**config.mk**
```make
export PLATFORM = sky130hd
export DESIGN_NAME = cgs_front
export DESIGN_NICKNAME = d
export VERILOG_FILES = /design/src/rtl/cgs_pkg.sv /design/src/rtl/cgs_front.sv
export SDC_FILE = /design/constraint.sdc
export NUM_CORES = 1
export LEC_CHECK = 0
export ABC_AREA = 1
export BUFFER_PORTS_ARGS = -buffer_cell sky130_fd_sc_hd__buf_2
export CAP_MARGIN = 10
export CELL_PAD_IN_SITES_DETAIL_PLACEMENT = 0
export CELL_PAD_IN_SITES_GLOBAL_PLACEMENT = 2
export CORE_ASPECT_RATIO = 0.75
export CORE_MARGIN = 5
export CORE_UTILIZATION = 26
export DETAILED_ROUTE_END_ITERATION = 12
export PLACE_DENSITY_LB_ADDON = 0.1
export RECOVER_POWER = 25
export SLEW_MARGIN = 0
export SYNTH_ARGS = -nofsm -noshare
export SYNTH_HDL_FRONTEND = slang
export SYNTH_SLANG_ARGS = --single-unit
```
**constraint.sdc**
```tcl
create_clock -name clk -period 3.44 [get_ports clk]
set_input_delay 0.516 -clock clk [delete_from_list [all_inputs] [get_ports clk]]
set_output_delay 0.516 -clock clk [all_outputs]
set_load 0.1 [all_outputs]
```
**src/rtl/cgs_pkg.sv**
```systemverilog
// cgs_pkg: shared constants, types and register codes of the circular smoother.
// Used by cgs_front, cgs_queue, cgs_back and circular_gaussian_smoother_unit.
// No dependencies.
package cgs_pkg;

	localparam int HALF_SPAN   = 6;
	localparam int DEPTH       = 2 * HALF_SPAN;
	localparam int SPAN        = DEPTH + 1;
	localparam int SAMPLE_W    = 16;
	localparam int COUNT_W     = 16;
	localparam int TAP_W       = 16;
	localparam int NUM_REGS    = 8;
	localparam int REG_IDX_W   = $clog2(NUM_REGS);
	localparam int SLOT_W      = $clog2(DEPTH);
	localparam int CNT_W       = $clog2(DEPTH + 1);
	localparam int LINE_LEN    = 2 * DEPTH;
	localparam int PROD_W      = SAMPLE_W + TAP_W;
	localparam int GROUP_SIZE  = 4;
	localparam int GROUPS      = (SPAN + GROUP_SIZE - 1) / GROUP_SIZE;
	localparam int PART_W      = PROD_W + $clog2(GROUP_SIZE);
	localparam int ACC_W       = PROD_W + $clog2(SPAN);
	localparam int FRAC_BITS   = 16;
	localparam int QUEUE_DEPTH = 2;
	localparam int QPTR_W      = $clog2(QUEUE_DEPTH);
	localparam int QCNT_W      = $clog2(QUEUE_DEPTH + 1);

	localparam logic [COUNT_W-1:0] SAMPLE_COUNT_RESET = COUNT_W'(401);

	// configuration register indexes
	localparam logic [REG_IDX_W-1:0] REG_SAMPLE_COUNT = REG_IDX_W'(0);
	localparam logic [REG_IDX_W-1:0] REG_TAP0         = REG_IDX_W'(1);

	typedef logic signed [SAMPLE_W-1:0] sample_t;
	typedef logic [COUNT_W-1:0] count_t;
	typedef logic [HALF_SPAN:0][TAP_W-1:0] tap_vec_t;

	// one classified item on its way from front to back
	typedef struct packed {
		logic [SAMPLE_W-1:0] sample;
		logic                head_we;
		logic [SLOT_W-1:0]   slot;
		logic                emit;
		logic                last;
		count_t              idx;
	} job_t;

	typedef enum logic {
		ST_RUN,
		ST_FLUSH
	} back_state_t;

endpackage

```
**src/rtl/cgs_front.sv**
```systemverilog
// cgs_front: accepts height samples, tracks the position in the record and
// classifies each item (head store write, regular output, record end).
// Depends on cgs_pkg.
module cgs_front (
	input  logic                   clk,
	input  logic                   arst_n,
	input  logic                   in_valid,
	output logic                   in_ready,
	input  cgs_pkg::sample_t       height_in,
	input  cgs_pkg::count_t        sample_count,
	input  logic                   q_full,
	output logic                   push,
	output cgs_pkg::job_t          job
);
	import cgs_pkg::*;

	count_t               count_q;
	count_t               n_eff;
	logic                 emit;
	logic                 last;
	logic [COUNT_W:0]     next_count;

	assign in_ready = !q_full;
	assign push     = in_valid && in_ready;

	// short records act as one full window
	assign n_eff      = (sample_count < COUNT_W'(SPAN)) ? COUNT_W'(SPAN) : sample_count;
	assign next_count = (COUNT_W + 1)'(count_q) + (COUNT_W + 1)'(1);
	assign emit       = count_q >= COUNT_W'(DEPTH);
	assign last       = emit && (next_count >= (COUNT_W + 1)'(n_eff));

	always_comb begin
		job.sample  = height_in;
		job.head_we = !emit;
		job.slot    = count_q[SLOT_W-1:0];
		job.emit    = emit;
		job.last    = last;
		job.idx     = count_q - COUNT_W'(HALF_SPAN);
	end

	always_ff @(posedge clk or negedge arst_n) begin
		if (!arst_n) begin
			count_q <= '0;
		end else if (push) begin
			count_q <= last ? '0 : next_count[COUNT_W-1:0];
		end
	end

endmodule

```
# == Yosys cells after proc, flatten, opt, wreduce, memory -nomap -nowiden ==
# Index checks and enable logic that the tools add are counted.
# word_totals
word_cells,12
ff_bits,16
# classes
n_addsub,2
muxes,2
reduce_logical,4
order_cmp,3
# op_table
cell,n
$mux 16,2
$add 16x1->17 const B,1
$ge 17x16->1,1
$ge 16x4->1 const B,1
$lt 16x4->1 const B,1
$sub 16x3->16 const B,1
$logic_and 1x1->1,2
$logic_not 1->1,2

# == Logic depth before layout (Yosys ltp) ==
# depth
word_depth,5
mapped_depth,21

# == Worst setup path after synthesis ==
# OpenSTA, ideal clock, no wires.
# synth_path
path_type,register -> output
startpoint,reg count_q[1]
endpoint,out job[15] (netlist bit)
arrival_time_ns,2.853
path_slack_ns,0.071
required_ns,2.924
path_buffers,0
stages_incl_launch_ff,9
cell_sequence,dfrtp_1 > ha_1 > inv_1 > nand3_1 > nor2_1 > nand3_1 > nor2_1 > nand3_1 > xnor2_1
# synth_rtl
element,line,text
"start, declared",cgs_front.sv:17,count_t count_q;
"start signal, assigned",cgs_front.sv:45,count_q <= last ? '0 : next_count[COUNT_W-1:0];
"end, declared",cgs_front.sv:13,output cgs_pkg::job_t job

==> summary.md <==
| Metric | Value |
|---|---|
| DR WL/cell | `13.1 um` |
| Nets | `420` |
| Reg2reg start | `count_q[2]$_DFFE_PN0P_` |
| Finished Layout Cells | `468` |
| Worst path slowest cell | `dfrtp_1` |
| R2R depth | `20` |
| Hold buffer count at CTS | `0` |
| Routability cong. | `0.753` |
| Main flop type after synthesis | `dfrtp_1` |
| Routed Antenna Nets | `0` |
| Final WL | `6150 um` |
| Global-route wire length before repair | `9940 um` |
| Total gr overflow | `0` |
| CTS Sinks | `16` |
| Die ar. | `10200 um^2` |
| Worst EP arrival | `2.66 ns` |
| Syn_area_per_cell | `6.40 um^2` |
| Max-cap viol count | `0` |
| Period utilization | `0.924` |
| # IOs | `77` |
| CTS Buf Count | `3` |
| Synthesized cell area | `2140 um^2` |
| Largest Register | `count_q` |
| Row cnt | `28` |
| CP Launch Type | `flop` |
| Clk_lat worst skew | `0.26 ns` |
| Pin count of the biggest net entering global routing | `34` |
| Area grow syn2layout | `19.7%` |
| Crit. Startpoint | `count_q[2]$_DFFE_PN0P_` |
| Post-synth top area share | `0.187` |
| Max Fclk | `315 MHz` |
| Ys async rst share | `1.00` |
| Vias in the first global route | `1900` |
| Die height | `88.5 um` |
| Clk buf depth | `2` |
| Antenna violations before repair | `0` |
| Ant diodes | `0` |
| Via-to-Cell Ratio | `4.20` |
| R2r endpoint | `count_q[11]$_DFFE_PN0P_` |
| Pins Over Slew Limit | `0` |
| TritonCTS clock tree | `yes` |
| Core ar. | `7950 um^2` |
| Crit. End Element | `output port` |
| Setup Skew | `0.00273 ns` |
| Starting Density | `0.269` |
| Post-synth EDFFs | `0` |
| Post-synthesis sequential area ratio | `0.187` |
| CTS H-tree lvls | `1` |
| Cells after Synth | `334` |
| Clock transition at path regs | `0.07 ns` |
| Clk root buf | `clkbuf_8` |
| Critical path class | `reg -> out` |
| Outcome | `finished, final reports clean` |
| Most common cell on crit path | `nand2_1` |
| Vias post-DR | `1967` |
| Headroom to the max-slew limit | `0.326` |
| Critical path required time | `2.92 ns` |
| GRT Total Usage | `0.125` |
| Yosys top cell by area | `dfrtp_1` |
| Synth area leaders | `dfrtp_1 (19%), nand2_1 (14%), ha_1 (11%), inv_1 (9.7%), buf_4 (8.1%)` |
| CP max stage delay | `0.40 ns` |
| DRC Markers | `0` |
| Largest register FFs | `16` |
| Drt first pass iters | `4` |
| Fin. Hold Viols | `0` |
| IO Port Bufs | `44` |
| Layout cells sized above 1 | `0.325` |
| Biggest regs | `count_q x16` |
| Die X | `115 um` |
| FF+latch count, synth | `16` |
| Post-route minimum period | `3.18 ns` |
| Final Setup Violations | `0` |
| Post-DP HPWL | `4920 um` |
| Crit Path Max Fanout | `4` |
| Min-delay worst type | `in -> async` |
| Actual transition at the worst max-transition pin | `1.01 ns` |
| Yosys cell types | `27` |
| DR iter-0 viols | `58` |
| Critical path cell sequence | `ha_4 -> nand2_2 -> nor2_4 -> nand2_4 -> nor2_2 -> nand2_1 -> xor2_2 -> inv_1 -> ha_4 -> nand2_1 -> inv_1 -> nand4_1 -> a21oi_2 -> nand2_1 -> nand2_2 -> nand2_4 -> inv_2 -> buf_12` |
| Reg2reg setup slack | `0.76 ns` |
| Syn_nets | `389` |
| Yosys warnings | `0` |
| Placed insts | `461` |
synthesized netlist by cell type (4+ instances only):
library cell,instances
a21oi_1,8
buf_4,23
dfrtp_1,16
ha_1,19
inv_1,55
inv_2,6
nand2_1,81
nand2_2,24
nand3_1,8
nand4_1,5
nor2_1,43
o21ai_0,4
xor2_1,17
final cells by class:
type	instances	area [um^2]
fill	909	5390
clock buffer	3	41.3
tap	105	131
multi-input combinational	229	1450
inverter	61	229
sequential	16	403
timing repair buffer	54	309
cell usage in the layout, fill, tap and decap left out, types with 5 or more instances in the layout:
master	instances
buf_2	42
inv_1	55
ha_1	15
buf_4	10
a21oi_1	6
inv_2	6
nand2_2	25
xor2_2	5
dfrtp_1	14
xor2_1	12
nand4_1	5
nor2_1	37
nand3_1	8
nand2_1	78
nor2_2	5
how the worst max path moves through the flow:
stage	endpoint	slack, ns
final	job[16]	0.26
after global placement	job[16]	0.31
after detailed placement	job[16]	0.25
after global routing	job[16]	-0.007
after floorplan	job[15]	0.07
after CTS	job[16]	0.002
metrics by stage:
step	setup TNS (ns)	setup WS [ns]	instance area (um^2)	util	hold WS, ns
4_1_cts	0	0.00218	2390	0.300	0.202
2_1_floorplan	0	0.0710	2140	-	0.220
3_3_place_gp	0	0.307	2340	0.294	0.477
5_1_grt	-0.00668	-0.00668	2560	0.322	0.529
3_5_place_dp	0	0.249	2340	0.294	0.486
6_report	0	0.262	2560	0.322	0.403
worst max-delay path, delay by kind of cell, from the launching register on:
family	cells	cell delay, ns
simple gates	10	0.88
fa+ha+maj	2	0.43
compound gates	1	0.13
xor+xnor	1	0.16
buf+inv	4	0.40
flops	1	0.40
timing repair:
item | in CTS | in global routing
setup buffers | 0 | 4
endpoints found under the setup margin | 1 | 1
pin swaps | 0 | 4
gates resized for setup | 2 | 30
logic make-up (layout without fill, tap and decap cells):
family | count (synthesis) | count (layout) | synth area share
and+or+nand+nor | 176 | 176 | 0.380
AOI/OAI and AO/OA | 14 | 14 | 0.0351
buffers and inverters | 89 | 118 | 0.205
adders and majority gates | 19 | 19 | 0.111
DFF | 16 | 16 | 0.187
xor gates and xnor gates | 20 | 20 | 0.0819
layer usage:
layer	GRT usage	routed length [um]
met5	0	0
met4	0.00959	17
met3	0.0246	251
met2	0.189	2530
met1	0.190	3350
Power is not shown: default switching activity piles up to over one toggle a cycle in this logic, so the estimate is an artifact.
