--- src/rtl/cgs_pkg.sv ---
// cgs_pkg: shared constants, types and register codes of the circular smoother.
// Used by cgs_front, cgs_queue, cgs_back and circular_gaussian_smoother_unit.
// No dependencies.
package cgs_pkg;

	localparam int HALF_SPAN   = 6;
	localparam int DEPTH       = 2 * HALF_SPAN;
	localparam int SPAN        = DEPTH + 1;
	localparam int SAMPLE_W    = 16;
	localparam int COUNT_W     = 16;
	localparam int TAP_W       = 16;
	localparam int NUM_REGS    = 8;
	localparam int REG_IDX_W   = $clog2(NUM_REGS);
	localparam int SLOT_W      = $clog2(DEPTH);
	localparam int CNT_W       = $clog2(DEPTH + 1);
	localparam int LINE_LEN    = 2 * DEPTH;
	localparam int PROD_W      = SAMPLE_W + TAP_W;
	localparam int GROUP_SIZE  = 4;
	localparam int GROUPS      = (SPAN + GROUP_SIZE - 1) / GROUP_SIZE;
	localparam int PART_W      = PROD_W + $clog2(GROUP_SIZE);
	localparam int ACC_W       = PROD_W + $clog2(SPAN);
	localparam int FRAC_BITS   = 16;
	localparam int QUEUE_DEPTH = 2;
	localparam int QPTR_W      = $clog2(QUEUE_DEPTH);
	localparam int QCNT_W      = $clog2(QUEUE_DEPTH + 1);

	localparam logic [COUNT_W-1:0] SAMPLE_COUNT_RESET = COUNT_W'(401);

	// configuration register indexes
	localparam logic [REG_IDX_W-1:0] REG_SAMPLE_COUNT = REG_IDX_W'(0);
	localparam logic [REG_IDX_W-1:0] REG_TAP0         = REG_IDX_W'(1);

	typedef logic signed [SAMPLE_W-1:0] sample_t;
	typedef logic [COUNT_W-1:0] count_t;
	typedef logic [HALF_SPAN:0][TAP_W-1:0] tap_vec_t;

	// one classified item on its way from front to back
	typedef struct packed {
		logic [SAMPLE_W-1:0] sample;
		logic                head_we;
		logic [SLOT_W-1:0]   slot;
		logic                emit;
		logic                last;
		count_t              idx;
	} job_t;

	typedef enum logic {
		ST_RUN,
		ST_FLUSH
	} back_state_t;

endpackage

--- src/rtl/cgs_queue.sv ---
// cgs_queue: two-entry job queue between the front and the back end.
// Depends on cgs_pkg.
module cgs_queue (
	input  logic           clk,
	input  logic           arst_n,
	input  logic           push,
	input  cgs_pkg::job_t  push_job,
	output logic           full,
	output logic           valid,
	input  logic           pop,
	output cgs_pkg::job_t  head_job
);
	import cgs_pkg::*;

	job_t               entry_q [QUEUE_DEPTH];
	logic [QPTR_W-1:0]  wr_ptr_q;
	logic [QPTR_W-1:0]  rd_ptr_q;
	logic [QCNT_W-1:0]  count_q;

	assign full     = count_q == QCNT_W'(QUEUE_DEPTH);
	assign valid    = count_q != '0;
	assign head_job = entry_q[rd_ptr_q];

	always_ff @(posedge clk or negedge arst_n) begin
		if (!arst_n) begin
			wr_ptr_q <= '0;
			rd_ptr_q <= '0;
			count_q  <= '0;
		end else begin
			if (push) begin
				wr_ptr_q <= wr_ptr_q + QPTR_W'(1);
			end
			if (pop) begin
				rd_ptr_q <= rd_ptr_q + QPTR_W'(1);
			end
			if (push && !pop) begin
				count_q <= count_q + QCNT_W'(1);
			end else if (pop && !push) begin
				count_q <= count_q - QCNT_W'(1);
			end
		end
	end

	always_ff @(posedge clk) begin
		if (push) begin
			entry_q[wr_ptr_q] <= push_job;
		end
	end

`ifndef SYNTHESIS
	a_no_overflow: assert property (@(posedge clk) disable iff (!arst_n)
		push |-> (!full || pop))
		else $error("queue written while full");
	a_no_underflow: assert property (@(posedge clk) disable iff (!arst_n)
		pop |-> valid)
		else $error("queue popped while empty");
	a_count_grows: assert property (@(posedge clk) disable iff (!arst_n)
		(push && !pop) |=> count_q == $past(count_q) + QCNT_W'(1))
		else $error("queue fill count did not follow a push");
`endif

endmodule

--- config.mk ---
export PLATFORM = sky130hd
export DESIGN_NAME = cgs_queue
export DESIGN_NICKNAME = d
export VERILOG_FILES = /design/src/rtl/cgs_pkg.sv /design/src/rtl/cgs_queue.sv
export SDC_FILE = /design/constraint.sdc
export NUM_CORES = 1
export LEC_CHECK = 0
export ABC_CLOCK_PERIOD_IN_PS = 3300
export BUFFER_PORTS_ARGS = -buffer_cell sky130_fd_sc_hd__buf_2
export CAP_MARGIN = 20
export CORE_ASPECT_RATIO = 2
export CORE_MARGIN = 4
export CORE_UTILIZATION = 45
export CTS_BUF_LIST = sky130_fd_sc_hd__clkbuf_8
export DETAILED_ROUTE_END_ITERATION = 16
export GPL_TIMING_DRIVEN = 0
export PLACE_DENSITY = 0.7
export RECOVER_POWER = 25
export SYNTH_ARGS = -nofsm -noshare
export SYNTH_HDL_FRONTEND = slang
export SYNTH_SLANG_ARGS = --single-unit
--- constraint.sdc ---
create_clock -name clk -period 3.3 [get_ports clk]
set_input_delay 0.495 -clock clk [delete_from_list [all_inputs] [get_ports clk]]
set_output_delay 0.495 -clock clk [all_outputs]
set_load 0.01 [all_outputs]
# Word level (Yosys, flattened, before mapping)
# Memory sizes are Yosys's and may differ from the RTL's.
# Cells that the tools add are included.
# Widths: inputs -> output; s select.
# classes
magnitude_cmp,0
add_sub_neg,4
n_mul,0
n_div,0
n_bitwise,0
n_mux,4
eq_ne,1
n_reduce_logical,6
shifts,0
# op_table
operator,n
$mux 2,2
$reduce_bool 2->1,2
$add 1x1->1 const B,2
$add 2x1->2 const B,1
$eq 2x2->1 const B,1
$logic_and 1x1->1,2
$logic_not 1->1,2
$mux 1,2
$sub 2x1->2 const B,1
# totals
memories,1
out_inout_bits,41
latch_bits,0
word_cells,19
rom_bits,0
in_bits,43
ramBits,78
ff_bits,4
# mem_list
memory,words,word_bits,rd,rd_ports_with_merged_regs,wr,line_no,text
entry_q,2,39,1,0,1,cgs_queue.sv:15,job_t entry_q [QUEUE_DEPTH];

# Longest topological paths before layout
# depth
depth_word,4
ltp_mapped,5

# Worst setup path before layout
# OpenSTA, ideal clock, no wires.
# synth_timing
path_kind,input-to-reg
start,in push
end,"mem entry_q[0][0] (netlist name), enable pin"
stages,1
setup_ns,0.440
path_slack_ns,0.618
path_buffers,0
t_arrival_ns,2.242
path_cell_list,nor2b_1
# synth_between
elab_chain_cells,2
# synth_rtl
item,line_no,text
"start, declared",cgs_queue.sv:6,"input logic push,"
$mux 1,cgs_queue.sv:45,if (push) begin
$mux 1 (not written as such),cgs_queue.sv:46,entry_q[wr_ptr_q] <= push_job;
"end, declared",cgs_queue.sv:15,
# No other way between the ends.

==> results.md <==
- The hold path endpoint is entry_q[1][3].
- The routed wire length per instance is 15.37 um.
- After detailed routing, the number of vias per cell comes to 4.664.
- The combined area of the multi-input logic cells is 533.0 um2.
- Of the total synthesized cell area, the portion taken by XOR and XNOR cells is 0.01452.
- The leakage power summed over all cells is 1.432 nW.
- The number of port buffers is 83.
- The adder and majority gate portion of the synthesized area is 0.004149.
- The fraction of the mapped netlist area in compound gates is 0.
- Row generation in the floorplan step produced 42 rows.
- TritonCTS built the clock tree.
- Setup violations remaining at the end of the flow were counted as 0.
- The violation count after the first detailed-routing iteration is 56.
- The clock edge transition at the registers on the reported setup and hold paths is 0.07 ns.
- The initial utilization of the core area, before any placement, comes to 0.4590.
- The run finished with clean final reports.
- The number of max-slew violations in the final report is 0.
- The later pin in the worst-skew pair is clocked with a latency of 0.34 ns.
- The largest voltage drop on the vdd net is 392.2 uV.
- The final weighted congestion in routability-driven placement is 0.7071.
- The routed design could run at a clock period as short as 1.995 ns.
- In the layout the commonest cells are 79 x sky130_fd_sc_hd__buf_2, 78 x sky130_fd_sc_hd__edfxtp_1, 39 x sky130_fd_sc_hd__mux2_2, 9 x sky130_fd_sc_hd__clkbuf_8.
- The critical path in this run is classified as reg -> out.
- The kind of end point of the critical path is a primary output.
- Of all nets on the critical path, the largest fanout is 10.
- The average size of a mapped cell is 22.01 um2.
- Clock tree synthesis selected as its root buffer the cell sky130_fd_sc_hd__clkbuf_8.
- The width of the die is 65.88 um.
- The combined area of all synthesized cells is 0.003015 mm2.
- After detailed routing, the number of remaining DRC violations is 0.
- For this run, the register share of the synthesized area comes to 0.8100.
- Between clock sinks in the finished design, the worst skew comes to 0.005932 ns.
- The sum of overflow across all layers after global routing is 0.
- Summed over all layers, the routed wires come to 5025 um.
- The worst flop-to-flop path startpoint is wr_ptr_q.
- For this run, the number of Yosys warnings is 0.
- The number of cells on the worst reg-to-reg path is 2.
- The smallest setup slack after layout is 1.305 ns.
- In this run the critical register-to-register path is captured at entry_q[0][28].
- Setup repair after global routing left no endpoint under its margin.
- The HPWL after detailed placement is 3500 um.
- The H-tree was split into 3 levels.
- The overall die height is 123.8 um.
- The sink count of the clock tree is 82.
- The combinational family with the most area after synthesis is multiplexers.
- The tool flagged a number of max-cap violations equal to 0.
- After the last flow step, the layout net total stands at 278.
- The upper clock frequency limit is 0.5013 GHz.
- The remaining max-slew budget at the tightest pin is 0.7188.
- The element type at the critical path start is a register.
- The first global-routing pass estimated 7624 um of wire.
- The synthesized netlist contains 12 unique library cells.
- The classification of the worst-slack hold path is in -> reg.
- The floorplan step defined a die boundary enclosing 0.008154 mm2.
- The number of inserted diodes is 0.
- The final count of hold timing violations is 0.
- The area growth from synthesis to layout is 24.27%.
- Entering global routing, the biggest net connects 29 pins.
- 84 I/O pins were placed.
- The gate count after technology mapping is 137.
- Of the total synthesized cell area, the portion taken by AND, OR, NAND and NOR gates is 0.009544.
- On the final layout, the worst hold slack is 0.3348 ns.
- After filler insertion, the fill cell instance count of the layout stands at 534.
- The cell depth of the worst hold path is 1.
- The post-CTS setup buffer count is 0.
- In this run the power density over the cells is 790.7 mW/mm2.
- The data arrival time of the critical path is 1.50 ns.
- The worst register-to-register path has a setup slack of 1.93 ns.
- The detail route stage leaves a number of antenna-violating nets equal to 0.
- Measured against the total synthesized area, the mux share comes to 0.1456.
- In this run the standard cell core region covers 0.006569 mm2.
- In this run the deepest clock path goes through 2 buffers.
- The pre-CTS setup slack is 1.654 ns.
- In the finished design, the share of the clock period the worst path needs comes to 0.6045.
- The most common library cell in the layout ignoring fill and taps is sky130_fd_sc_hd__buf_2.
- The overall fraction of global-route tracks in use is 0.1350.
- The routed layout has 1525 vias.
- Across the whole layout, storage elements account for 0.002442 mm2.
- The actual transition at the worst max-transition pin is 0.4209 ns.
- The startpoint identified for the worst hold timing path is push_job[3].
- The via count of the first global-routing pass is 1619.
- The required time of the worst setup path is 2.80 ns.
- Before antenna repair, the detailed router went through 3 iterations.
- Of the cells placed in the final design, the portion with a size suffix greater than 1 is 0.5774.
- The initial antenna violation count is 0.
- Clock tree synthesis inserted a total of 9 buffers.
- The net count after synthesis is 181.
- Counting flops and latches in the post-synthesis netlist gives 82.
==> cells in the mapped netlist <==
master                      n  share of area
sky130_fd_sc_hd__dfrtp_1    4          0.033
sky130_fd_sc_hd__nor2_1     1         0.0012
sky130_fd_sc_hd__nor2b_1    2         0.0041
sky130_fd_sc_hd__or2_2      1         0.0021
sky130_fd_sc_hd__inv_1      1         0.0012
sky130_fd_sc_hd__xor2_1     4          0.012
sky130_fd_sc_hd__xnor2_1    1         0.0029
sky130_fd_sc_hd__ha_1       1         0.0041
sky130_fd_sc_hd__edfxtp_1  78           0.78
sky130_fd_sc_hd__and2_1     1         0.0021
sky130_fd_sc_hd__mux2_2    39           0.15
sky130_fd_sc_hd__buf_6      4          0.015
==> per-stage QoR <==
stage	utilization	total power (W)	TNS [ns]	cell area (um2)	std cells
finish	0.5705	0.002963	0	3747	327
global route	0.5705	0.003148	0	3747	327
CTS	0.5712	0.003028	0	3752	327
detailed placement	0.5465	0.002447	0	3590	310
global placement	0.5390	0.002411	-23.02	3541	308
floorplan	-	0.002068	0	3015	137
==> how the worst max path moves through the flow <==
stage	endpoint	cells past startpoint	slack, ns	start
2_1_floorplan	entry_q[0][0]	1	0.62	push
3_3_place_gp	entry_q[0][29]	2	-0.59	push
3_5_place_dp	head_job[9]	3	1.65	rd_ptr_q
4_1_cts	head_job[9]	3	1.25	rd_ptr_q
5_1_grt	head_job[9]	3	1.20	rd_ptr_q
6_report	head_job[9]	3	1.31	rd_ptr_q
==> report_power, final <==
group | switching, W | internal, W | total, W
registers | 0.0000655 | 0.00138 | 0.00145
clock network | 0.000313 | 0.000257 | 0.000570
logic | 0.000471 | 0.000474 | 0.000945
total | 0.000849 | 0.00211 | 0.00296
==> metal layers <==
| metal | track usage | vias up | wire length, um |
|---|---|---|---|
| li1 | - | 727 | - |
| met1 | 0.1258 | 740 | 1677 |
| met2 | 0.2388 | 48 | 2878 |
| met3 | 0.05596 | 10 | 332 |
| met4 | 0.07922 | 0 | 138 |
| met5 | 0 | - | 0 |
==> final cells by class <==
type	instances	area share
inverters	1	0.001002
clock buffers	9	0.03306
multi-input cells	50	0.1422
clock inverters	7	0.007679
flip-flops and latches	82	0.6518
plain buffers	4	0.01202
well taps	88	0.02938
repair buffers	86	0.1229
==> repair_timing <==
| action | in CTS | in global routing |
|---|---|---|
| hold buffers | 1 | 0 |
| hold endpoints to repair | 4 | 0 |
| resized for setup | 0 | 0 |
==> sequential cells by signal, indices dropped and copies added, names as in the netlist <==
signal / cells
entry_q: 78
count_q: 2
wr_ptr_q: 1
rd_ptr_q: 1
==> cell families after synthesis <==
family        Yosys count
flops                  82
xor+xnor                5
simple gates            5
mux                    39
fa+ha+maj               1
buf+inv                 5
==> critical path, stage by stage (launching register included) <==
cell and delay, ns:
sky130_fd_sc_hd__dfrtp_1 0.47, sky130_fd_sc_hd__buf_6 0.19, sky130_fd_sc_hd__mux2_2 0.35, sky130_fd_sc_hd__buf_2 0.14
Power figures use the tool's default switching activity.
